===== src/hw/rtl/assert_macros.svh =====
// assertion helpers used by the rtl controller
// each check is sampled on the rising clock edge and is off while reset is low
`ifndef ASSERT_MACROS_SVH
`define ASSERT_MACROS_SVH

`ifndef SYNTHESIS

// same-cycle implication
`define ASSERT_IMPLIES(label, clk, rstn, ante, cons, msg) \
  label: assert property (@(posedge clk) disable iff (!(rstn)) (ante) |-> (cons)) \
    else $error(msg);

// next-cycle implication
`define ASSERT_NEXT(label, clk, rstn, ante, cons, msg) \
  label: assert property (@(posedge clk) disable iff (!(rstn)) (ante) |=> (cons)) \
    else $error(msg);

`else

`define ASSERT_IMPLIES(label, clk, rstn, ante, cons, msg)
`define ASSERT_NEXT(label, clk, rstn, ante, cons, msg)

`endif

`endif


===== src/hw/rtl/htdar_pkg.sv =====
`default_nettype none

package htdar_pkg;

  // table geometry and score constants
  localparam int INDEX_BITS  = 12;
  localparam int SLOT_COUNT  = 1 << INDEX_BITS;
  localparam int MATE_SCORE  = 32000;
  localparam int MAX_PLY     = 128;
  localparam int SCORE_LIMIT = MATE_SCORE - MAX_PLY;

  // request codes
  localparam logic [1:0] REQ_SAVE       = 2'd0;
  localparam logic [1:0] REQ_PROBE      = 2'd1;
  localparam logic [1:0] REQ_NEW_SEARCH = 2'd2;
  localparam logic [1:0] REQ_CLEAR      = 2'd3;

  // configuration port
  localparam int   CFG_ADDR_W    = 3;
  localparam int   CFG_DATA_W    = 32;
  localparam logic CFG_IDX_EXACT = 1'b0;

  typedef logic [INDEX_BITS-1:0] slot_idx_t;

  localparam slot_idx_t SLOT_LAST = '1;

  // one table slot
  typedef struct packed {
    logic [63:0]        key;
    logic signed [15:0] score;
    logic [7:0]         depth;
    logic [1:0]         flag;
    logic [15:0]        move;
    logic [7:0]         age;
  } entry_t;

  localparam int ENTRY_W = $bits(entry_t);

  // controller to datapath
  typedef struct packed {
    logic      accept;
    logic      commit;
    logic      sweep_we;
    slot_idx_t sweep_addr;
  } cmd_t;

  // datapath to controller
  typedef struct packed {
    logic req_clear;
  } sts_t;

endpackage

`default_nettype wire


===== src/hw/rtl/htdar_ctrl.sv =====
`default_nettype none
`include "assert_macros.svh"

module htdar_ctrl
  import htdar_pkg::*;
(
  input  wire logic clk,
  input  wire logic rst_n,
  input  wire logic in_valid,
  input  wire logic out_stall,
  input  wire sts_t sts,
  output logic      in_stall,
  output logic      out_valid,
  output cmd_t      cmd
);

  localparam logic [1:0] ST_CLEAR  = 2'd0;
  localparam logic [1:0] ST_IDLE   = 2'd1;
  localparam logic [1:0] ST_DECIDE = 2'd2;

  logic [1:0] state_r, state_nxt;
  slot_idx_t  sweep_cnt_r, sweep_cnt_nxt;
  logic       out_valid_r, out_valid_nxt;
  logic       accept;
  logic       commit;
  logic       out_free;

  assign in_stall  = (state_r != ST_IDLE);
  assign accept    = in_valid && (state_r == ST_IDLE);
  assign out_free  = !out_valid_r || !out_stall;
  assign commit    = (state_r == ST_DECIDE) && out_free;
  assign out_valid = out_valid_r;

  // commands to the datapath
  always_comb begin
    cmd.accept     = accept;
    cmd.commit     = commit;
    cmd.sweep_we   = (state_r == ST_CLEAR);
    cmd.sweep_addr = sweep_cnt_r;
  end

  // next state
  always_comb begin
    state_nxt     = state_r;
    sweep_cnt_nxt = sweep_cnt_r;
    unique case (state_r)
      ST_CLEAR: begin
        sweep_cnt_nxt = sweep_cnt_r + 1'b1;
        if (sweep_cnt_r == SLOT_LAST) begin
          state_nxt = ST_IDLE;
        end
      end
      ST_IDLE: begin
        if (accept) begin
          state_nxt = ST_DECIDE;
        end
      end
      ST_DECIDE: begin
        if (commit) begin
          if (sts.req_clear) begin
            state_nxt     = ST_CLEAR;
            sweep_cnt_nxt = '0;
          end else begin
            state_nxt = ST_IDLE;
          end
        end
      end
      default: begin
        state_nxt     = ST_CLEAR;
        sweep_cnt_nxt = '0;
      end
    endcase
  end

  // result slot occupancy
  always_comb begin
    priority if (commit) begin
      out_valid_nxt = 1'b1;
    end else if (!out_stall) begin
      out_valid_nxt = 1'b0;
    end else begin
      out_valid_nxt = out_valid_r;
    end
  end

  // state registers; reset starts with a sweep of the table
  always_ff @(posedge clk) begin
    if (!rst_n) begin
      state_r     <= ST_CLEAR;
      sweep_cnt_r <= '0;
      out_valid_r <= 1'b0;
    end else begin
      state_r     <= state_nxt;
      sweep_cnt_r <= sweep_cnt_nxt;
      out_valid_r <= out_valid_nxt;
    end
  end

  `ASSERT_IMPLIES(a_commit_room, clk, rst_n, commit, !out_valid_r || !out_stall, "commit with full result slot")
  `ASSERT_NEXT(a_accept_decide, clk, rst_n, accept, state_r == ST_DECIDE, "accept not followed by decide")
  `ASSERT_NEXT(a_sweep_runs, clk, rst_n, (state_r == ST_CLEAR) && (sweep_cnt_r != SLOT_LAST), state_r == ST_CLEAR, "sweep left early")
  `ASSERT_NEXT(a_clear_start, clk, rst_n, commit && sts.req_clear, (state_r == ST_CLEAR) && (sweep_cnt_r == '0), "clear did not start sweep")

endmodule

`default_nettype wire


===== config.mk =====
export PLATFORM = sky130hd
export DESIGN_NAME = htdar_ctrl
export DESIGN_NICKNAME = d
export VERILOG_FILES = /design/src/hw/rtl/htdar_pkg.sv /design/src/hw/rtl/htdar_ctrl.sv
export VERILOG_INCLUDE_DIRS = /design/src /design/src/hw/rtl
export SDC_FILE = /design/constraint.sdc
export NUM_CORES = 1
export LEC_CHECK = 0
export BUFFER_PORTS_ARGS = -buffer_cell sky130_fd_sc_hd__buf_2
export CORE_AREA = 5 5 53 55
export CTS_CLUSTER_SIZE = 40
export DETAILED_ROUTE_END_ITERATION = 10
export DIE_AREA = 0 0 58 60
export PLACE_DENSITY = 0.58
export RECOVER_POWER = 50
export REMOVE_ABC_BUFFERS = 1
export SYNTH_ARGS = -nofsm -noshare
export SYNTH_HDL_FRONTEND = slang
export SYNTH_SLANG_ARGS = --single-unit

===== constraint.sdc =====
create_clock -name clk -period 3.17 [get_ports clk]
set_clock_uncertainty 0.1 [all_clocks]
set_input_delay 0.7925 -clock clk [delete_from_list [all_inputs] [get_ports clk]]
set_output_delay 0.7925 -clock clk [all_outputs]
set_load 0.02 [all_outputs]

==> metrics.md <==
| Metric | Value |
|---|---|
| Clock Sinks | 15 |
| Synthesized area | 743 um2 |
| #FFs+latches synth | 15 |
| Die Ht | 60 um |
| Nets | 114 |
| Period utilization | 77.8% |
| Skew-Pair Late Insertion Delay | 0.28 ns |
| R2r endpoint | sweep_cnt_r[7] |
| Max Clock Freq | 406 MHz |
| IO Count | 22 |
| Ant. Diodes | 0 |
| Remaining DRCs | 0 |
| Hold WC Path Type | flop to flop |
| Area contributors post-synth | dfxtp_1 (40%), a21oi_1 (7.4%), o21ai_0 (4.0%), o31ai_1 (4.0%), or4_1 (4.0%) |
| Setup WS post-layout | 0.705 ns |
| Slew at the pin closest to its max-slew limit | 1.13 ns |
| WS Path Type | primary input to flop |
| WL final | 1.67 mm |
| Postcts setup bufs | 0 |
| Share of cells above drive strength 1 | 15.0% |
| Via count normalized by instance count | 5.02 |
| Largest net degree at the start of global routing | 13 |
| Synth area leader | dfxtp_1 |
| CP endpoint kind | flop |
| Critical Path RT | 3.27 ns |
| Mean Syn Cell Area | 8.64 um2 |
| Reg-to-reg startpoint | out_valid |
| Final count of pins violating max slew | 0 |
| WL/cell | 12.2 um |
| # setup viols final | 0 |
| DRT antenna net count | 0 |
| Max-cap violations | 0 |
| Reg2Reg Setup Slack | 0.99 ns |
| Setup_tns | 0 ns |
| Post-synthesis sequential area ratio | 40.4% |
| DP Worst Slack | 0.977 ns |
| Clock-pin slew on the worst setup and hold paths | 0.08 ns |
| Relative slew slack | 23.7% |
| First-pass GRT wire length | 2.69 mm |
| Worst hold path stage count | 2 |
| Arrival time worst endpoint | 2.57 ns |
| CTS Buffer Depth | 2 |
| First DRT Iteration DRCs | 17 |
| Antenna violations before repair | 0 |
| Synth top area share | 40.4% |
| CTS tree | yes |
| CTS resizes | 0 |
| Cts bufs inserted | 3 |
| Die X | 58 um |
| Hold worst-path end | sweep_cnt_r[9] |
| Site row count | 18 |
| H-tree Lvls | 1 |
| Pwr dens | 382 mW/mm2 |
| Buffers on Ports | 21 |
| GPL Wtd Cong | 0.698 |
| Initial core utilization | 31.7% |
| FF-to-FF path depth | 4 |
| Root buffer cell | clkbuf_4 |
| RSZ-0062 raised after global routing | no |
| Global Route Usage Sum | 9.85% |
| Run status | finished, final reports clean |
| Synth warnings | 0 |
| Core Box Area | 0.00234 mm2 |
| Hold path startpoint | sweep_cnt_r[9] |
| Netlist cell types | 31 |
| Leakage | 0.290 nW |
| Area Growth Syn to Fin | 14.8% |
| Maximum VDD drop | 0.182 mV |
| DR pass1 iterations | 3 |
| Post-cts hold buffer count | 0 |
| Minimum clock period | 2.47 ns |
| Via count | 688 |
| Crit path max fanout | 12 |
| Vias in the first global route | 619 |
| Final hold viol count | 0 |
| Total global routing overflow | 0 |
| CP Launch Type | primary input |
| Die area | 0.00348 mm2 |
| Hpwl dp | 1.27 mm |
| Syn Inst Count | 86 |
[report_power, final]
part	switching [mW]	internal (mW)	total (mW)
clock network	0.0593	0.0488	0.108
registers	0.00401	0.192	0.196
logic	0.0142	0.00786	0.0220
[cell usage in the layout (no fill, tap or decap)]
cell type / synthesis / routed
nor3_1: 1 / 1
buf_2: 0 / 10
or2b_4: 1 / 1
nand3_1: 4 / 4
o31ai_1: 4 / 4
o2111ai_1: 1 / 1
a21boi_0: 1 / 2
xor2_1: 1 / 1
o211ai_1: 1 / 1
mux2i_1: 1 / 1
nor2b_1: 1 / 1
or3_2: 1 / 1
nand2b_2: 1 / 1
or3_1: 4 / 4
and4_1: 1 / 1
clkbuf_1: 1 / 12
o21a_1: 2 / 2
nor2_1: 6 / 6
nand2_1: 5 / 5
inv_1: 4 / 4
nand4_1: 1 / 1
o21ai_0: 6 / 7
and3_1: 1 / 1
clkbuf_4: 0 / 3
dfxtp_1: 15 / 15
ha_1: 1 / 1
or4_1: 4 / 4
a21oi_1: 11 / 11
o2bb2ai_1: 1 / 1
[layer usage]
layer / vias to the layer above / global-route usage [%] / routed length (um)
met3: 0 / 3.67 / 141
li1: 358 / - / -
met2: 20 / 15.2 / 701
met4: 0 / 2.98 / 0
met5: - / 0 / 0
met1: 310 / 12.8 / 824
[metrics by stage]
stage | total power [mW] | util [%] | hold slack [ns] | std cells | area, um2
6_report | 0.326 | 36.4 | 0.407 | 137 | 853
5_1_grt | 0.343 | 36.4 | 0.427 | 137 | 853
4_1_cts | 0.334 | 37.7 | 0.407 | 137 | 882
3_5_place_dp | 0.225 | 36.5 | 0.394 | 133 | 856
3_3_place_gp | 0.224 | 36.5 | 0.375 | 133 | 856
2_1_floorplan | 0.214 | - | 0.459 | 82 | 713
[how the worst max path moves through the flow]
stage	from	to	slack (ns)	depth (start not counted)
after detailed placement	out_stall	sweep_cnt_r[7]	0.98	5
after CTS	out_stall	cmd[13]	0.98	3
after floorplan	out_stall	cmd[13]	1.09	1
after global placement	out_stall	cmd[13]	1.00	3
after global routing	out_stall	sweep_cnt_r[7]	0.49	5
final	out_stall	sweep_cnt_r[7]	0.70	5
[state kept, by name, indices dropped and copies added (netlist names)]
name	count
state_r	2
sweep_cnt_r	12
out_valid	1
[critical path, cell delays in order]
cell	delay (ns)
clkbuf_1	0.09
a21boi_0	0.39
o21ai_0	0.48
or4_1	0.64
a21oi_1	0.17
[kinds of logic after synthesis]
family | Yosys count | share of synthesized area (%)
muxes | 1 | 1.35
xor gates and xnor gates | 1 | 1.18
adders and majority gates | 1 | 1.68
and+or+nand+nor | 31 | 23.7
DFF | 15 | 40.4
buffers and inverters | 8 | 6.06
AOI/OAI and AO/OA | 29 | 25.6
[cell type report]
type,instances,area [um2]
clock buffers,4,26.3
fillers,271,1490
inverters,4,15.0
multi-input cells,63,383
flip-flops and latches,15,300
well taps,30,37.5
repair buffers,21,91.3
[cell usage after synthesis]
| cell | n |
|---|---|
| and4_1 | 1 |
| dfxtp_1 | 15 |
| nor2_1 | 6 |
| a21oi_1 | 11 |
| nand4_1 | 1 |
| or2b_4 | 1 |
| o21ai_2 | 1 |
| nand2_1 | 5 |
| o21ai_0 | 6 |
| mux2i_1 | 1 |
| ha_1 | 1 |
| nor2b_1 | 1 |
| o2111ai_1 | 1 |
| and3_1 | 1 |
| a21boi_4 | 1 |
| or4_1 | 4 |
| nand3_1 | 4 |
| o21a_1 | 2 |
| o31ai_1 | 4 |
| o2bb2ai_1 | 1 |
| xor2_1 | 1 |
| or3_1 | 4 |
| buf_4 | 2 |
| nor3_1 | 1 |
| nand2b_2 | 1 |
| or3_2 | 1 |
| o211ai_1 | 1 |
| inv_1 | 4 |
| a21boi_0 | 1 |
| clkbuf_1 | 1 |
| buf_6 | 1 |
No activity file was read; power rests on OpenSTA's default activity.
