`src/hw/rtl/assert_macros.svh`:
```
// assertion helpers used by the rtl controller
// each check is sampled on the rising clock edge and is off while reset is low
`ifndef ASSERT_MACROS_SVH
`define ASSERT_MACROS_SVH

`ifndef SYNTHESIS

// same-cycle implication
`define ASSERT_IMPLIES(label, clk, rstn, ante, cons, msg) \
  label: assert property (@(posedge clk) disable iff (!(rstn)) (ante) |-> (cons)) \
    else $error(msg);

// next-cycle implication
`define ASSERT_NEXT(label, clk, rstn, ante, cons, msg) \
  label: assert property (@(posedge clk) disable iff (!(rstn)) (ante) |=> (cons)) \
    else $error(msg);

`else

`define ASSERT_IMPLIES(label, clk, rstn, ante, cons, msg)
`define ASSERT_NEXT(label, clk, rstn, ante, cons, msg)

`endif

`endif

```
`src/hw/rtl/htdar_pkg.sv`:
```
`default_nettype none

package htdar_pkg;

  // table geometry and score constants
  localparam int INDEX_BITS  = 12;
  localparam int SLOT_COUNT  = 1 << INDEX_BITS;
  localparam int MATE_SCORE  = 32000;
  localparam int MAX_PLY     = 128;
  localparam int SCORE_LIMIT = MATE_SCORE - MAX_PLY;

  // request codes
  localparam logic [1:0] REQ_SAVE       = 2'd0;
  localparam logic [1:0] REQ_PROBE      = 2'd1;
  localparam logic [1:0] REQ_NEW_SEARCH = 2'd2;
  localparam logic [1:0] REQ_CLEAR      = 2'd3;

  // configuration port
  localparam int   CFG_ADDR_W    = 3;
  localparam int   CFG_DATA_W    = 32;
  localparam logic CFG_IDX_EXACT = 1'b0;

  typedef logic [INDEX_BITS-1:0] slot_idx_t;

  localparam slot_idx_t SLOT_LAST = '1;

  // one table slot
  typedef struct packed {
    logic [63:0]        key;
    logic signed [15:0] score;
    logic [7:0]         depth;
    logic [1:0]         flag;
    logic [15:0]        move;
    logic [7:0]         age;
  } entry_t;

  localparam int ENTRY_W = $bits(entry_t);

  // controller to datapath
  typedef struct packed {
    logic      accept;
    logic      commit;
    logic      sweep_we;
    slot_idx_t sweep_addr;
  } cmd_t;

  // datapath to controller
  typedef struct packed {
    logic req_clear;
  } sts_t;

endpackage

`default_nettype wire

```
`src/hw/rtl/htdar_dp.sv`:
```
`default_nettype none

module htdar_dp
  import htdar_pkg::*;
(
  input  wire logic               clk,
  input  wire logic               rst_n,
  input  wire cmd_t               cmd,
  output sts_t                    sts,
  input  wire logic [1:0]         exact_code,
  input  wire logic [1:0]         in_req_type,
  input  wire logic [63:0]        in_key,
  input  wire logic signed [15:0] in_score,
  input  wire logic [7:0]         in_depth,
  input  wire logic [1:0]         in_bound_flag,
  input  wire logic [15:0]        in_best_move,
  input  wire logic [7:0]         in_ply,
  output logic                    ram_we,
  output slot_idx_t               ram_waddr,
  output logic [ENTRY_W-1:0]      ram_wdata,
  output logic                    ram_re,
  output slot_idx_t               ram_raddr,
  input  wire logic [ENTRY_W-1:0] ram_rdata,
  output logic                    out_hit,
  output logic                    out_stored,
  output logic signed [15:0]      out_entry_score,
  output logic [7:0]              out_entry_depth,
  output logic [1:0]              out_entry_flag,
  output logic [15:0]             out_entry_move
);

  localparam logic signed [17:0] LIM_P  = 18'(SCORE_LIMIT);
  localparam logic signed [17:0] LIM_N  = 18'(-SCORE_LIMIT);
  localparam logic signed [17:0] SAT_HI = 18'sd32767;
  localparam logic signed [17:0] SAT_LO = -18'sd32768;

  // latched request
  logic [1:0]         req_r;
  logic [63:0]        key_r;
  logic signed [15:0] score_r;
  logic [7:0]         depth_r;
  logic [1:0]         flag_r;
  logic [15:0]        move_r;
  logic [7:0]         age_r, age_nxt;

  // result registers
  logic               hit_r, stored_r;
  logic signed [15:0] e_score_r;
  logic [7:0]         e_depth_r;
  logic [1:0]         e_flag_r;
  logic [15:0]        e_move_r;

  logic signed [17:0] sc_ext, ply_ext, sc_sum;
  logic signed [15:0] sc_adj;
  entry_t             rd;
  entry_t             wr;
  logic               new_exact, old_exact, bonus;
  logic signed [8:0]  gap;
  logic signed [10:0] eff;
  logic               save_ok, probe_hit;

  // mate score push and saturation, done on the incoming item
  always_comb begin
    sc_ext  = $signed({{2{in_score[15]}}, in_score});
    ply_ext = $signed({10'b0, in_ply});
    priority if (sc_ext > LIM_P) begin
      sc_sum = sc_ext + ply_ext;
    end else if (sc_ext < LIM_N) begin
      sc_sum = sc_ext - ply_ext;
    end else begin
      sc_sum = sc_ext;
    end
    priority if (sc_sum > SAT_HI) begin
      sc_adj = 16'sh7FFF;
    end else if (sc_sum < SAT_LO) begin
      sc_adj = 16'sh8000;
    end else begin
      sc_adj = sc_sum[15:0];
    end
  end

  // capture the request on transfer
  always_ff @(posedge clk) begin
    if (cmd.accept) begin
      req_r   <= in_req_type;
      key_r   <= in_key;
      score_r <= sc_adj;
      depth_r <= in_depth;
      flag_r  <= in_bound_flag;
      move_r  <= in_best_move;
    end
  end

  assign ram_re    = cmd.accept;
  assign ram_raddr = in_key[INDEX_BITS-1:0];
  assign rd        = entry_t'(ram_rdata);
  assign sts.req_clear = (req_r == REQ_CLEAR);

  // replacement decision on the slot read back
  always_comb begin
    new_exact = (flag_r == exact_code);
    old_exact = (rd.flag == exact_code);
    bonus     = !new_exact && old_exact;
    gap       = $signed({1'b0, age_r}) - $signed({1'b0, rd.age});
    eff       = $signed({3'b000, rd.depth}) - $signed({gap[8], gap, 1'b0})
                + $signed({10'b0, bonus});
    save_ok   = (rd.key == 64'd0) || (eff <= $signed({3'b000, depth_r}))
                || (new_exact && (rd.age < age_r));
    probe_hit = (rd.key == key_r);
  end

  // new slot contents
  always_comb begin
    wr.key   = key_r;
    wr.score = score_r;
    wr.depth = depth_r;
    wr.flag  = flag_r;
    wr.move  = move_r;
    wr.age   = age_r;
  end

  // table write: sweep or save
  always_comb begin
    if (cmd.sweep_we) begin
      ram_we    = 1'b1;
      ram_waddr = cmd.sweep_addr;
      ram_wdata = '0;
    end else begin
      ram_we    = cmd.commit && (req_r == REQ_SAVE) && save_ok;
      ram_waddr = key_r[INDEX_BITS-1:0];
      ram_wdata = wr;
    end
  end

  // search age
  always_comb begin
    age_nxt = age_r;
    if (cmd.commit) begin
      unique case (req_r)
        REQ_NEW_SEARCH: age_nxt = age_r + 8'd1;
        REQ_CLEAR:      age_nxt = 8'd0;
        default:        age_nxt = age_r;
      endcase
    end
  end

  always_ff @(posedge clk) begin
    if (!rst_n) begin
      age_r <= 8'd0;
    end else begin
      age_r <= age_nxt;
    end
  end

  // result register
  always_ff @(posedge clk) begin
    if (cmd.commit) begin
      hit_r    <= (req_r == REQ_PROBE) && probe_hit;
      stored_r <= (req_r == REQ_SAVE) && save_ok;
      if ((req_r == REQ_PROBE) && probe_hit) begin
        e_score_r <= rd.score;
        e_depth_r <= rd.depth;
        e_flag_r  <= rd.flag;
        e_move_r  <= rd.move;
      end else begin
        e_score_r <= '0;
        e_depth_r <= '0;
        e_flag_r  <= '0;
        e_move_r  <= '0;
      end
    end
  end

  assign out_hit         = hit_r;
  assign out_stored      = stored_r;
  assign out_entry_score = e_score_r;
  assign out_entry_depth = e_depth_r;
  assign out_entry_flag  = e_flag_r;
  assign out_entry_move  = e_move_r;

endmodule

`default_nettype wire

```
`config.mk`:
```
export PLATFORM = sky130hd
export DESIGN_NAME = htdar_dp
export DESIGN_NICKNAME = d
export VERILOG_FILES = /design/src/hw/rtl/assert_macros.svh /design/src/hw/rtl/htdar_pkg.sv /design/src/hw/rtl/htdar_dp.sv
export SDC_FILE = /design/constraint.sdc
export NUM_CORES = 1
export LEC_CHECK = 0
export BUFFER_PORTS_ARGS = -buffer_cell sky130_fd_sc_hd__clkbuf_2
export CAP_MARGIN = 20
export CORE_AREA = 2 2 170 172
export CTS_CLUSTER_DIAMETER = 120
export CTS_CLUSTER_SIZE = 10
export DETAILED_ROUTE_END_ITERATION = 8
export DIE_AREA = 0 0 172 174
export GPL_TIMING_DRIVEN = 0
export PLACE_DENSITY = 0.61
export SYNTH_ARGS = -nofsm -noshare
export SYNTH_HDL_FRONTEND = slang
export SYNTH_SLANG_ARGS = --single-unit
```
`constraint.sdc`:
```
create_clock -name clk -period 4.95 [get_ports clk]
set_input_delay 0.2475 -clock clk [delete_from_list [all_inputs] [get_ports clk]]
set_output_delay 0.2475 -clock clk [all_outputs]
set_load 0.05 [all_outputs]
```
==> impl_metrics.json <==
{
  "power_leakage_nw": 5.94,
  "cts_root_buffer": "clkbuf_16",
  "row_count": 62,
  "p_comb_share_pct": 28.3,
  "drt_iter0_drc": 479,
  "gp_congestion": 0.925,
  "async_flop_share_pct": 0,
  "fillCellCount": 2751,
  "r2r_end": "out_stored$_DFFE_PP_",
  "drcViolationCount": 0,
  "synth_nets": 1132,
  "numCtsBuffers": 17,
  "synth-edff-count": 152,
  "synthesis.area_sq_um": 9240,
  "cap_violations": 0,
  "post-route-period-util_pct": 94.4,
  "finalSetupViolations": 0,
  "hold_end": "key_r[8]$_DFFE_PP_",
  "worstMarginPinSlew_ns": 0.936,
  "synth_top_area_cell": "edfxtp_1",
  "yosysMostFrequentCell": "edfxtp_1",
  "synthAdderAreaFrac_pct": 7.28,
  "grt_max_degree": 110,
  "coreArea_sq_um": 28200,
  "stdcell_area_sq_um": 13400,
  "r2r-start": "age_r[0]$_SDFFE_PN0P_",
  "ir_drop_uv": 153,
  "hpwlAfterDp_mm": 26.3,
  "drive_gt1_share_pct": 36.7,
  "crit_arrival_ns": 4.42,
  "synth.area.top_cells": "edfxtp_1 (49%), nor2b_1 (7.0%), ha_1 (6.6%), xnor2_1 (5.9%), and2_1 (2.9%)",
  "ys_types": 63,
  "r2r_slack_ns": 0.93,
  "p_int_mw": 2.73,
  "seqPwrFrac_pct": 40.0,
  "netlist.area_leader.share_pct": 49.4,
  "hold_class": "in -> reg",
  "synth_cells": 831,
  "antenna_found_initial": 0,
  "powerDensity_nw_per_um2": 304,
  "viasPerCell": 4.82,
  "start_util_pct": 32.7,
  "r2r_cells": 19,
  "routedWlPerCell_microns": 18.9,
  "htreeDepth": 4,
  "grt_first_pass_wirelength_mm": 48.3,
  "io_buffers": 431,
  "synth_top_family_by_area": "simple AND/OR/NAND/NOR gates",
  "fmax_mhz": 214,
  "synthSimpleGateAreaFrac_pct": 19.5,
  "grt_pass1_vias": 8589,
  "yosys-top-cells-count": "edfxtp_1 (152), nor2b_1 (103), xnor2_1 (62)",
  "layout_min_cycle_time_ns": 4.67,
  "clk_latency_ns": 0.44,
  "hold_depth": 1,
  "area_delta_synth_final_pct": 45.3,
  "ys.flop_type": "edfxtp_1",
  "synth.avg_cell_area_sq_um": 11.1,
  "clockBufferDepth": 2,
  "synth-seq-area-share_pct": 51.1,
  "final_nets": 1668,
  "fin_cells": 1762,
  "placed_area_sq_um": 11900,
  "synth_compound_area_share_pct": 9.90,
  "skew_ns": 0.0105,
  "antenna_cells": 0,
  "min_from": "in_key[8]",
  "multi_input_comb_area_sq_um": 4200,
  "wl_mm": 33.3,
  "muxShareOfSynthArea_pct": 0.217,
  "clkPwrFrac_pct": 31.7,
  "drv_slew": 0,
  "critPathRequiredTime_ns": 4.70,
  "cts_sinks": 160,
  "grt.overflow.total": 0,
  "ios": 434,
  "timing.hold.ws_ns": 0.0192,
  "hold_viol_final": 0,
  "ant_nets": 0,
  "worstSetupEndpointType": "primary output",
  "power.switching_mw": 1.35,
  "crit_path_max_fanout": 5,
  "start_kind": "flip-flop",
  "ys_ff_latch": 160,
  "place_inst": 1647,
  "grtUsageTotal_pct": 21.7,
  "vias": 8487,
  "die_width_microns": 172,
  "layout_setup_ws_ns": 0.278,
  "maxSlewHeadroom_pct": 37.6,
  "switching_share_pct": 33.0,
  "die_area_sq_um": 29900,
  "first_pass_iters": 5,
  "die_h_microns": 174,
  "synth_xor_xnor_area_share_pct": 7.30,
  "path_clk_slew_ns": 0.06,
  "dpl_worst_slack_ns": 0.269,
  "cts_tree": "done",
  "outcome": "complete, no violations",
  "regArea_sq_um": 4730,
  "yosys_warnings": 0,
  "critical_path_class": "reg -> out"
}
-- layout make-up --
class / count / share of cell area (%)
Sequential cell: 160 / 35.2
Multi-Input combinational cell: 572 / 31.2
Timing Repair Buffer: 517 / 22.6
Tap cell: 384 / 3.58
Clock buffer: 20 / 3.25
Buffer: 43 / 1.63
Inverter: 56 / 1.57
Clock inverter: 10 / 0.867
-- power by group through the flow --
stage	Clock (mW)	Combinational, mW	Sequential (mW)
after floorplan	0	0.626	1.71
after global placement	0	1.04	1.66
after detailed placement	0	1.05	1.66
after CTS	1.33	1.11	1.63
after global routing	1.37	1.23	1.64
final	1.29	1.15	1.63
-- cell families after synthesis --
logic type,after synthesis
and+or+nand+nor,310
DFF,160
AOI/OAI and AO/OA,131
buffers and inverters,99
xor gates and xnor gates,77
adders and majority gates,52
muxes,2
-- how the worst max path moves through the flow --
| stage | from | endpoint | slack, ns |
|---|---|---|---|
| after floorplan | age_r[0]$_SDFFE_PN0P_ | ram_we | 0.52 |
| after global placement | age_r[0]$_SDFFE_PN0P_ | ram_we | 0.36 |
| after detailed placement | age_r[0]$_SDFFE_PN0P_ | ram_we | 0.27 |
| after CTS | age_r[0]$_SDFFE_PN0P_ | ram_we | 0.05 |
| after global routing | age_r[0]$_SDFFE_PN0P_ | ram_we | -0.01 |
| final | age_r[0]$_SDFFE_PN0P_ | ram_we | 0.28 |
-- cells in the final DEF (no fill, tap or decap), drive strengths merged, types with 4 or more instances in the layout --
cell type	Yosys	layout
inv	56	56
ha	49	49
a211o	4	4
a21oi	29	29
nor3b	4	4
and2	43	43
a221oi	5	5
edfxtp	152	152
o211ai	7	7
o21a	6	6
nand2	20	20
xnor2	62	62
o21ai	19	19
nor2	42	42
clkbuf	20	471
dlygate4sd3	0	83
nor3	10	10
buf	23	26
nand3	14	14
clkinvlp	0	5
xor2	15	15
o22ai	7	7
dfxtp	8	8
nand2b	15	15
nor4	24	24
a21o	15	15
nand4	21	21
nor2b	103	103
o21bai	5	5
or4	4	4
-- critical path: stages, from the launching register on --
cell and delay [ns]:
dfxtp_1 0.35, inv_2 0.09, ha_1 0.16, inv_1 0.06, fa_2 0.53, inv_1 0.05
ha_1 0.31, ha_4 0.29, nand2b_1 0.10, a21oi_4 0.20, o21a_1 0.13, nor2_1 0.04
xnor2_1 0.12, ha_1 0.29, o21ai_1 0.09, nor2_1 0.07, o41ai_2 0.34, a311oi_2 0.18
o41ai_2 0.33, clkbuf_8 0.25
-- flip-flops by register name, summed over array words and instances (netlist names) --
| name | count |
|---|---|
| out_hit | 1 |
| age_r | 8 |
| out_stored | 1 |
| req_r | 2 |
| move_r | 16 |
| out_entry_score | 16 |
| out_entry_flag | 2 |
| key_r | 64 |
| score_r | 16 |
| out_entry_move | 16 |
| out_entry_depth | 8 |
| flag_r | 2 |
| depth_r | 8 |
-- metrics by stage --
step / power [mW] / setup TNS, ns / util [%]
4_1_cts: 4.08 / 0 / 47.1
5_1_grt: 4.25 / -0.0122 / 47.5
3_5_place_dp: 2.71 / 0 / 42.2
2_1_floorplan: 2.34 / 0 / -
6_report: 4.08 / 0 / 47.5
3_3_place_gp: 2.70 / 0 / 42.1
-- routing by layer --
layer / GRT usage [%] / wire [microns] / part of all wire (%) / up-vias
met5: 0 / 0 / 0 / -
met4: 6.48 / 714 / 2.1 / 0
met3: 6.03 / 2850 / 8.6 / 51
met2: 37.1 / 16400 / 49 / 400
met1: 26.5 / 13400 / 40 / 4004
li1: - / - / - / 4032
-- timing repair --
| item | 4_1_cts | 5_1_grt |
|---|---|---|
| endpoints found under the setup margin | 1 | 1 |
| gates cloned | 0 | 0 |
| hold buffers | 82 | 1 |
| buffers inserted | 0 | 2 |
| resized for setup | 5 | 19 |
| hold endpoints to repair | 82 | 1 |
| pin swaps | 0 | 6 |
Note: power is estimated with default switching activity, not from simulation.
