### src/hw/rtl/assert_macros.svh
// assertion helpers used by the rtl controller
// each check is sampled on the rising clock edge and is off while reset is low
`ifndef ASSERT_MACROS_SVH
`define ASSERT_MACROS_SVH

`ifndef SYNTHESIS

// same-cycle implication
`define ASSERT_IMPLIES(label, clk, rstn, ante, cons, msg) \
  label: assert property (@(posedge clk) disable iff (!(rstn)) (ante) |-> (cons)) \
    else $error(msg);

// next-cycle implication
`define ASSERT_NEXT(label, clk, rstn, ante, cons, msg) \
  label: assert property (@(posedge clk) disable iff (!(rstn)) (ante) |=> (cons)) \
    else $error(msg);

`else

`define ASSERT_IMPLIES(label, clk, rstn, ante, cons, msg)
`define ASSERT_NEXT(label, clk, rstn, ante, cons, msg)

`endif

`endif

### src/hw/rtl/htdar_ram.sv
`default_nettype none

module htdar_ram #(
  parameter int WIDTH = 8,
  parameter int DEPTH = 16,
  parameter int AW    = $clog2(DEPTH)
) (
  input  wire logic             clk,
  input  wire logic             we,
  input  wire logic [AW-1:0]    waddr,
  input  wire logic [WIDTH-1:0] wdata,
  input  wire logic             re,
  input  wire logic [AW-1:0]    raddr,
  output logic      [WIDTH-1:0] rdata
);

  logic [WIDTH-1:0] mem [DEPTH];

  // one write port, one registered read port
  always_ff @(posedge clk) begin
    if (we) begin
      mem[waddr] <= wdata;
    end
    if (re) begin
      rdata <= mem[raddr];
    end
  end

endmodule

`default_nettype wire

### config.mk
export PLATFORM = sky130hd
export DESIGN_NAME = htdar_ram
export DESIGN_NICKNAME = d
export VERILOG_FILES = /design/src/hw/rtl/assert_macros.svh /design/src/hw/rtl/htdar_ram.sv
export SDC_FILE = /design/constraint.sdc
export NUM_CORES = 1
export LEC_CHECK = 0
export BUFFER_PORTS_ARGS = -buffer_cell sky130_fd_sc_hd__buf_2
export CAP_MARGIN = 15
export CORE_ASPECT_RATIO = 2
export CORE_MARGIN = 2
export CORE_UTILIZATION = 49
export CTS_CLUSTER_SIZE = 8
export DETAILED_ROUTE_END_ITERATION = 16
export PLACE_DENSITY_LB_ADDON = 0.3
export SYNTH_ARGS = -nofsm -noshare
export SYNTH_HDL_FRONTEND = slang
export SYNTH_SLANG_ARGS = --single-unit
### constraint.sdc
create_clock -name clk -period 4.9 [get_ports clk]
set_clock_uncertainty 0.1 [all_clocks]
set_input_delay 0.245 -clock clk [delete_from_list [all_inputs] [get_ports clk]]
set_output_delay 0.245 -clock clk [all_outputs]
set_load 0.005 [all_outputs]
==> results of run 1 <==
-- kinds of logic after synthesis --
kind of cell | count (synthesis) | share of synthesized area [%]
buffers and inverters | 10 | 1.65
DFF | 136 | 78.1
muxes | 32 | 14.8
and+or+nand+nor | 35 | 3.14
AOI/OAI and AO/OA | 16 | 2.30
-- routing by layer --
metal | up-vias | global-route usage (%) | share of wire (%)
met5 | - | 0 | 0
met4 | 0 | 8.39 | 1.3
met3 | 10 | 5.49 | 3.9
met2 | 78 | 34.8 | 59
met1 | 1235 | 20.1 | 36
li1 | 1054 | - | -
-- path summary, 6_finish.rpt --
path,slack (ps),end,start,cells after the start
worst max-delay path,2910,rdata[0]$_DFFE_PP_,raddr[0],4
worst min-delay path,100,rdata[6]$_DFFE_PP_,re,1
worst max register to register,3270,rdata[0]$_DFFE_PP_,mem[3][0]$_DFFE_PP_,3
worst min register to register,650,rdata[2]$_DFFE_PP_,mem[15][2]$_DFFE_PP_,3
-- where the power goes --
part / internal (mW) / leakage [nW] / switching (mW) / total (mW)
Clock: 0.792 / 0.277 / 0.456 / 1.25
Sequential: 1.31 / 1.24 / 0.00690 / 1.32
Combinational: 0.0455 / 0.490 / 0.0644 / 0.110
-- final cells by class --
type                       count  area, sq um  share of cell area (%)
timing repair buffer          29          153                    2.52
multi-input combinational     83         1060                    17.5
sequential                   136         4080                    67.4
tap                          137          171                    2.83
clock buffer                  18          429                    7.09
clock inverter                13          156                    2.58
-- cells in the final DEF (no fill, tap or decap), types with 2 or more instances in the layout --
| master | instances |
|---|---|
| a22oi_1 | 16 |
| buf_2 | 26 |
| buf_4 | 3 |
| bufinv_16 | 3 |
| clkbuf_16 | 17 |
| clkinv_1 | 2 |
| clkinv_2 | 2 |
| clkinv_4 | 3 |
| clkinvlp_4 | 3 |
| edfxtp_1 | 136 |
| mux4_1 | 14 |
| mux4_2 | 18 |
| nand2_1 | 9 |
| nand2b_1 | 2 |
| nand3b_1 | 2 |
| nor2_1 | 13 |
| nor3_1 | 3 |
-- state kept, by name, indices dropped and copies added (netlist names) --
signal and cells:
mem 128, rdata 8
==> summary.md, run 1 <==
| Metric | Value |
|---|---|
| CTS tree | built |
| Fillers | 807 |
| Slew headroom | 30.7% |
| Global placer's final weighted congestion | 0.762 |
| Mapped Cells | 229 |
| Most frequent cells after synthesis | edfxtp_1 (136), mux4_2 (18), a22oi_1 (16), mux4_1 (14), nor2_1 (13) |
| Initial antenna violation count | 0 |
| Setup bufs post-CTS | 0 |
| Vias in the first global route | 2,504 |
| Initial drt markers | 273 |
| Post-cts resize count | 0 |
| Setup crit start kind | input pin |
| Vias per cell | 5.71 |
| Initial Utilization | 49.9% |
| CP max stage delay | 760 ps |
| RSZ-0062 raised after global routing | no |
| Class of the most critical setup path | in2reg |
| Final core utilization | 57.8% |
| Worst VDD drop | 0.000302 V |
| Finished Layout Cells | 416 |
| Synthesized cell area | 0.00523 sq mm |
| Synth Net Count | 248 |
| Final hold violations | 0 |
| GRT overflow | 0 |
| Htree depth | 4 |
| Clk sinks | 136 |
| Post-synth top area cell | edfxtp_1 |
| First-pass GRT wire length | 15,100 microns |
| CP top delay family | buffers and inverters |
| Pin count of the biggest net entering global routing | 33 |
| Number of port buffers | 26 |
| DP HPWL | 6400 microns |
| Area of the die | 0.0116 sq mm |
| Max-slew violation count | 0 |
| Share of layout cells above drive strength 1 | 27.6% |
| Max-cap violations | 0 |
| Power Density | 442 mW/mm^2 |
| First drt pass iteration count | 4 |
| WP data arrival | 2040 ps |
| Total wire length | 9900 microns |
| Number of library cell types mapped by synthesis | 18 |
| FFs w/ async S/R, synth | 0% |
| Worst Max-Slew Pin Slew | 1040 ps |
| Die Span Y | 150 microns |
| DRT antenna net count | 0 |
| Setup TNS | 0 ps |
| Post-DP Area | 0.00547 sq mm |
| DRC viols | 0 |
| CP Max Fanout | 32 |
| # diodes | 0 |
| Leakage Power | 2.00 nW |
| Worst-skew pair later-pin latency | 410 ps |
| Tmin final | 1990 ps |
| Root buf cell | clkbuf_16 |
| Avg WL per Cell | 23.8 microns |
| Post-Place Setup Slack | 2420 ps |
| Critical Path Sink Type | flop |
| WP buf/inv | 1 |
| Status | complete, no violations |
| Area contributors post-synth | edfxtp_1 (78%), mux4_2 (7.8%), mux4_1 (7.0%), a22oi_1 (2.3%), nor2_1 (0.93%) |
| Top-count cell post-synth | edfxtp_1 |
| Gr usage total | 19.0% |
| Total power | 2.68 mW |
| Yosys warns | 0 |
| Cell Rows | 53 |
| Required @ worst endpoint | 4950 ps |
| Post-synth EDFFs | 136 |
| Boundary Pins | 27 |
| Primary FF master, synth | edfxtp_1 |
| Synthesized flop and latch total | 136 |
| Post-synth top area share | 78.1% |
| Total CTS buffers | 17 |
| Synth Area per Inst | 22.8 sq um |
| DP Cell Count | 385 |
| Fmax | 501 MHz |
| Slowest stage cell, crit path | buf_2 |
| Finished Cell Area | 0.00606 sq mm |
| Final setup violation count | 0 |
| HP Class | in2reg |
| CTS Hold Bufs | 0 |
| Sequential-to-total area share from yosys stat | 78.1% |
| Crit-path cells | buf_2, mux4_1, a22oi_1, nand2_1 |
| Clock tree buffer depth | 2 |
| Net count, final | 286 |
| Die W | 77.0 microns |
| Hold Slack | 104 ps |
| Core area | 0.0105 sq mm |
| Layout Area Growth over Synthesis | 15.8% |
| Final worst slack | 2910 ps |
| Via count | 2,377 |
| Tcrit/Tclk final | 40.7% |
| Clk slew on worst S/H paths | 60 ps |
(Power assumes the default switching activity.)
==> run 2: changes to the inputs <==
- ABC_AREA: unset -> 1
- clock period: 4.9 -> 1.7 ns (I/O delays scaled with it)
==> summary.md, run 2 <==
| Metric | Value |
|---|---|
| Clock Power Share | 46.9% (+0.3 points) |
| Post-synth top area share | 69.8% (-8.3 points) |
| Psw | 1.66 mW (+210%) |
| Vias in the first global route | 3,773 (+51%) |
| Max-slew violation count | 0 (unchanged) |
| First-pass GRT wire length | 19,500 microns (+29%) |
| Setup crit start kind | flop |
| Reg2reg end | rdata[6]$_DFFE_PP_ |
| Htree depth | 4 (unchanged) |
| Avg WL per Cell | 16.7 microns (-30%) |
| Gr usage total | 21.4% (+2.4 points) |
| Setup TNS | 0 ps (unchanged) |
| Clock tree buffer depth | 2 (unchanged) |
| Cell Rows | 56 (+5.7%) |
| Post-Place Setup Slack | 305 ps (-2120 ps) |
| M2 GR Usage | 35.8% (+0.99 points) |
| Core area | 0.0117 sq mm (+12%) |
| Post-cts resize count | 0 (unchanged) |
| Top-count cell post-synth | nand2_1 |
| Slowest stage cell, crit path | edfxtp_1 |
| Grt met3 use | 6.24% (+0.75 points) |
| Internal power | 6.36 mW (+200%) |
| DRC viols | 0 (unchanged) |
| Combinational power share | 5.7% (+1.6 points) |
| Final hold violations | 0 (unchanged) |
| Hold EP | rdata[5]$_DFFE_PP_ |
| Register name with the most flops | mem |
| # diodes | 0 (unchanged) |
| Global placer's final weighted congestion | 0.830 (+9.0%) |
| DP HPWL | 8240 microns (+29%) |
| Post-DP Area | 0.00620 sq mm (+13%) |
| Area contributors post-synth | edfxtp_1 (70%), nand2_1 (11%), nand3_1 (8.3%), inv_1 (6.4%), buf_6 (1.2%) |
| Setup bufs post-CTS | 0 (unchanged) |
| Most used cell, CP | nand3_1 |
| Root buf cell | clkbuf_16 |
| Tcrit/Tclk final | 70.0% |
| Final setup violation count | 0 (unchanged) |
| Synth Area per Inst | 10.6 sq um (-54%) |
| Via count | 3,903 (+64%) |
| CP max stage delay | 370 ps (-390 ps) |
| WP buf/inv | 1 (unchanged) |
| Die Span Y | 158 microns (+5.6%) |
| Mapped Cells | 551 (+140%) |
| Area of the die | 0.0129 sq mm (+11%) |
| First drt pass iteration count | 5 (+1) |
| R2R Path Start | mem[7][6]$_DFFE_PP_ |
| HP Class | in2reg |
| CP Max Fanout | 1 (-97%) |
| Number of port buffers | 26 (unchanged) |
| Net Sw Frac | 20.6% (+0.95 points) |
| Setup slack, reg-to-reg | 510 ps (-2760 ps) |
| CP top delay family | simple AND/OR/NAND/NOR gates |
| Initial Utilization | 50.0% (+0.075 points) |
| Net count, final | 624 (+120%) |
| Worst-skew pair later-pin latency | 410 ps (about the same) |
| GRT met1 Usage | 24.0% (+3.8 points) |
| Die W | 81.2 microns (+5.5%) |
| Share of layout cells above drive strength 1 | 13.1% (-14 points) |
| Max-cap violations | 0 (unchanged) |
| Sequential-to-total area share from yosys stat | 69.8% (-8.3 points) |
| Synth Net Count | 570 (+130%) |
| Final core utilization | 59.0% (+1.2 points) |
| Crit-path cells | inv_1, nand2_1, nand3_1, nand3_1, nand3_1, nand2_1 |
| Finished Cell Area | 0.00690 sq mm (+14%) |
| DRT antenna net count | 0 (unchanged) |
| Worst hold start | raddr[3] |
| Tmin final | 1190 ps |
| RSZ-0062 raised after global routing | no |
| Total wire length | 12,800 microns (+29%) |
| Most common cell after layout, fill and taps aside | nand2_1 |
| CP Depth | 6 (+2) |
| Post-synth top area cell | edfxtp_1 |
| Initial antenna violation count | 0 (unchanged) |
| WP data arrival | 1260 ps (-780 ps) |
| Layout Area Growth over Synthesis | 18.0% |
| Final worst slack | 511 ps (-2400 ps) |
| Most Crowded Layer GR | met2 |
| Vias per cell | 5.12 (-10%) |
| Synthesized cell area | 0.00585 sq mm (+12%) |
| Fmax | 841 MHz |
| Status | complete, no violations |
| Most frequent cells after synthesis | nand2_1 (173), edfxtp_1 (136), inv_1 (100), nand3_1 (97), nor2_1 (17) |
| Slew headroom | 59.9% (+29 points) |
| Worst Max-Slew Pin Slew | 601 ps (-435 ps) |
| FF-to-FF path depth | 6 (+3) |
| Most frequent cells in the layout | nand2_1 (173), edfxtp_1 (136), inv_1 (100) |
| CTS tree | built |
| Primary FF master, synth | edfxtp_1 |
| Clk sinks | 136 (unchanged) |
| Critical Path Sink Type | flop |
| Reg power frac | 47.4% (-1.9 points) |
| GRT overflow | 0 (unchanged) |
| Yosys warns | 0 (unchanged) |
| Initial drt markers | 253 (-7.3%) |
| Top Registers | mem: 128 flops, rdata: 8 flops |
| Boundary Pins | 27 (unchanged) |
| Post-synth EDFFs | 136 (unchanged) |
| FFs w/ async S/R, synth | 0% (unchanged) |
| Worst VDD drop | 0.000950 V (+210%) |
| Class of the most critical setup path | reg2reg |
| Required @ worst endpoint | 1770 ps (-3180 ps) |
| Power Density | 1160 mW/mm^2 (+160%) |
| Max reg flops | 128 (unchanged) |
| Number of library cell types mapped by synthesis | 11 (-7) |
| Pin count of the biggest net entering global routing | 65 (+97%) |
| Leakage Power | 3.00 nW (+50%) |
| Total CTS buffers | 17 (unchanged) |
| Clk slew on worst S/H paths | 60 ps (about the same) |
| Synthesized flop and latch total | 136 (unchanged) |
| WHS Path Cells | 3 (+2) |
-- run 2: worst max path at each step --
stage	startpoint	to	slack (ps)
finish	mem[7][6]$_DFFE_PP_	rdata[6]$_DFFE_PP_	510
global route	mem[15][6]$_DFFE_PP_	rdata[6]$_DFFE_PP_	420
CTS	mem[13][6]$_DFFE_PP_	rdata[6]$_DFFE_PP_	500
detailed placement	raddr[0]	rdata[6]$_DFFE_PP_	300
global placement	raddr[0]	rdata[6]$_DFFE_PP_	340
floorplan	waddr[2]	mem[10][0]$_DFFE_PP_	560
-- run 2: metal layers --
layer	part of all wire, %	vias up	wire length, microns
li1	-	1889	-
met1	38	1838	4900
met2	52	138	6650
met3	4.8	38	613
met4	4.7	0	594
met5	0	-	0
-- run 2: metrics by stage --
step / std cells / hold slack [ps] / power [mW]
floorplan: 551 / 83.9 / 4.13
global placement: 722 / 361 / 4.30
detailed placement: 722 / 365 / 4.31
CTS: 763 / 41.2 / 8.07
global route: 763 / 64.1 / 8.25
finish: 763 / 65.0 / 8.02
-- run 2: cell type report --
| class | count | area (sq um) |
|---|---|---|
| timing repair buffer | 59 | 425 |
| multi-input combinational | 289 | 1210 |
| fill | 940 | 4800 |
| sequential | 136 | 4080 |
| tap | 145 | 181 |
| clock inverter | 14 | 181 |
| inverter | 102 | 383 |
| clock buffer | 18 | 429 |
-- run 2: tightest hold or removal path, stage by stage --
cell	delay, ps
buf_2	220
nand3_1	110
nand2_1	60
-- run 2: power by group through the flow --
stage / Combinational (mW) / Clock (mW) / Sequential [mW]
2_1_floorplan: 0.265 / 0 / 3.87
3_5_place_dp: 0.439 / 0 / 3.87
3_3_place_gp: 0.428 / 0 / 3.87
6_report: 0.454 / 3.76 / 3.80
4_1_cts: 0.457 / 3.80 / 3.80
5_1_grt: 0.505 / 3.93 / 3.81
-- run 2: repair_timing --
| action | 4_1_cts | 5_1_grt |
|---|---|---|
| hold buffers | 9 | 0 |
| endpoints found under the hold margin | 136 | 0 |
| setup endpoints to repair | 0 | 0 |
-- run 2: cells by family (layout without fill, tap and decap cells) --
logic type             after synthesis  after routing  share of synthesized area, %
AND/OR/NAND/NOR                    289            289                          20.8
flip-flops                         136            136                          69.8
buffers and inverters              126            193                          9.39
==> run 3: changes to the inputs <==
- clock period: 1.7 -> 1.1 ns (I/O delays scaled with it)
==> summary.md, run 3 (same netlist as run 2, synthesis figures left out) <==
| Metric | Value |
|---|---|
| Status | finished, violations left |
| Failing checks | setup timing |
| Most frequent cells in the layout | nand2_1 (173), edfxtp_1 (136), inv_1 (100) |
| First drt pass iteration count | 5 (unchanged) |
| Layout Area Growth over Synthesis | 21.7% |
| First-pass GRT wire length | 20,700 microns (+6.4%) |
| Tcrit/Tclk final | 106% (+36 points) |
| Setup TNS | -376 ps (-376 ps) |
| Final worst slack | -67.9 ps (-578 ps) |
| HP Class | in2reg |
| Required @ worst endpoint | 1160 ps (-610 ps) |
| Clk slew on worst S/H paths | 60 ps (about the same) |
| Die Span Y | 158 microns (unchanged) |
| CP Max Fanout | 1 (unchanged) |
| WP data arrival | 1230 ps (-30 ps) |
| Max-slew violation count | 0 (unchanged) |
| Setup slack, reg-to-reg | -70 ps (-580 ps) |
| Net count, final | 633 (+1.4%) |
| Avg WL per Cell | 17.1 microns (+2.6%) |
| Worst Max-Slew Pin Slew | 374 ps (-227 ps) |
| Initial drt markers | 292 (+15%) |
| Setup crit start kind | flop |
| Worst-skew pair later-pin latency | 420 ps (about the same) |
| Slowest stage cell, crit path | edfxtp_1 |
| Max reg flops | 128 (unchanged) |
| Register name with the most flops | mem |
| Top Registers | mem: 128 flops, rdata: 8 flops |
| Total power | 12.5 mW (+55%) |
| CP max stage delay | 370 ps (about the same) |
| Total CTS buffers | 17 (unchanged) |
| Root buf cell | clkbuf_16 |
| DRT antenna net count | 0 (unchanged) |
| Clk sinks | 136 (unchanged) |
| Final hold violations | 0 (unchanged) |
| # diodes | 0 (unchanged) |
| Power Density | 1750 mW/mm^2 (+51%) |
| Cell Rows | 56 (unchanged) |
| Internal power | 9.87 mW (+55%) |
| Clock Power Share | 46.6% (-0.3 points) |
| Initial antenna violation count | 0 (unchanged) |
| Hold Slack | 82.0 ps (+16.9 ps) |
| Vias in the first global route | 4,018 (+6.5%) |
| Psw | 2.60 mW (+57%) |
| Slew headroom | 75.0% (+15 points) |
| Boundary Pins | 27 (unchanged) |
| Clock tree buffer depth | 2 (unchanged) |
| Total wire length | 13,200 microns (+3.5%) |
| GRT overflow | 0 (unchanged) |
| Global placer's final weighted congestion | 0.828 (-0.31%) |
| Die W | 81.2 microns (unchanged) |
| CTS tree | built |
| Final setup violation count | 11 (+11) |
| Core area | 0.0117 sq mm (unchanged) |
| Combinational power share | 6.3% (+0.6 points) |
| Critical Path Sink Type | flop |
| Fmax | 856 MHz (+1.8%) |
| Final core utilization | 60.8% (+1.9 points) |
| Most used cell, CP | nand3_1 |
| DP HPWL | 8620 microns (+4.6%) |
| Gr usage total | 22.9% (+1.5 points) |
| Vias per cell | 5.22 (+2.0%) |
| Setup bufs post-CTS | 0 (unchanged) |
| Share of layout cells above drive strength 1 | 18.1% (+5.0 points) |
| Class of the most critical setup path | reg2reg |
| Reg power frac | 47.1% (-0.3 points) |
| Crit-path cells | inv_1, nand2_1, nand3_1, nand3_1, nand3_1, nand2_1 |
| DP Cell Count | 731 (+1.2%) |
| Htree depth | 4 (unchanged) |
| Tmin final | 1170 ps (-21.5 ps) |
| Max-cap violations | 0 (unchanged) |
| Pin count of the biggest net entering global routing | 65 (unchanged) |
| Number of port buffers | 26 (unchanged) |
| Finished Layout Cells | 770 (+0.92%) |
| Worst VDD drop | 0.00147 V (+55%) |
| DRC viols | 0 (unchanged) |
| Area of the die | 0.0129 sq mm (unchanged) |
| Via count | 4,019 (+3.0%) |
| Leakage Power | 3.11 nW (+3.5%) |
| Net Sw Frac | 20.8% (+0.20 points) |
| RSZ-0062 raised after global routing | yes |
| CP top delay family | simple AND/OR/NAND/NOR gates |
| WP buf/inv | 1 (unchanged) |
| Most common cell after layout, fill and taps aside | nand2_1 |
| Initial Utilization | 50.0% (unchanged) |
-- run 3: cell count changes in the layout (fill, tap and decap cells not counted) --
cell / change
clkinv_2: -2
inv_6: +1
nand3_1: -24
nand3_2: +24
clkbuf_1: -1
buf_4: +6
buf_12: +3
-- run 3: repair_timing --
| action | in CTS | in global routing |
|---|---|---|
| pin swaps | 30 | 12 |
| setup endpoints to repair | 14 | 15 |
| endpoints found under the hold margin | 136 | 0 |
| resized for setup | 16 | 8 |
| hold buffers | 9 | 0 |
-- run 3: path summary, 6_finish.rpt --
path / from / to / cells after the start
setup reg to reg: mem[1][3]$_DFFE_PP_ / rdata[3]$_DFFE_PP_ / 6
hold reg to reg: mem[3][6]$_DFFE_PP_ / rdata[6]$_DFFE_PP_ / 6
setup / recovery: mem[1][3]$_DFFE_PP_ / rdata[3]$_DFFE_PP_ / 6
hold / removal: raddr[3] / rdata[1]$_DFFE_PP_ / 4
-- run 3: per-layer routing --
metal | vias up | GRT usage [%] | share of wire [%]
li1 | 1905 | - | -
met1 | 1944 | 23.9 | 35
met2 | 132 | 40.8 | 56
met3 | 38 | 5.50 | 4.6
met4 | 0 | 13.2 | 4.4
met5 | - | 0 | 0
-- run 3: cell type report --
type / instances / area [sq um]
well taps: 145 / 181
clock buffers: 17 / 425
fillers: 942 / 4580
clock inverters: 13 / 180
inverters: 102 / 383
repair buffers: 68 / 531
multi-input cells: 289 / 1330
flip-flops and latches: 136 / 4080
-- run 3: worst register-to-register path: cells and delay by family (launching register included) --
kind | cells | cell delay, ps
buffers and inverters | 1 | 70
DFF | 1 | 370
and+or+nand+nor | 5 | 380
-- run 3: through the flow --
step	worst slack [ps]	instance area [sq um]
final	-67.9	7120
after global routing	-132	7120
after CTS	-74.7	7080
after detailed placement	-184	6300
after global placement	-156	6300
after floorplan	-5.84	5850
-- run 3: power by group through the flow --
stage | Combinational, mW | Sequential [mW] | Clock [mW]
floorplan | 0.409 | 5.97 | 0
global placement | 0.706 | 5.98 | 0
detailed placement | 0.722 | 5.98 | 0
CTS | 0.779 | 5.88 | 5.90
global route | 0.874 | 5.88 | 6.10
finish | 0.787 | 5.87 | 5.81
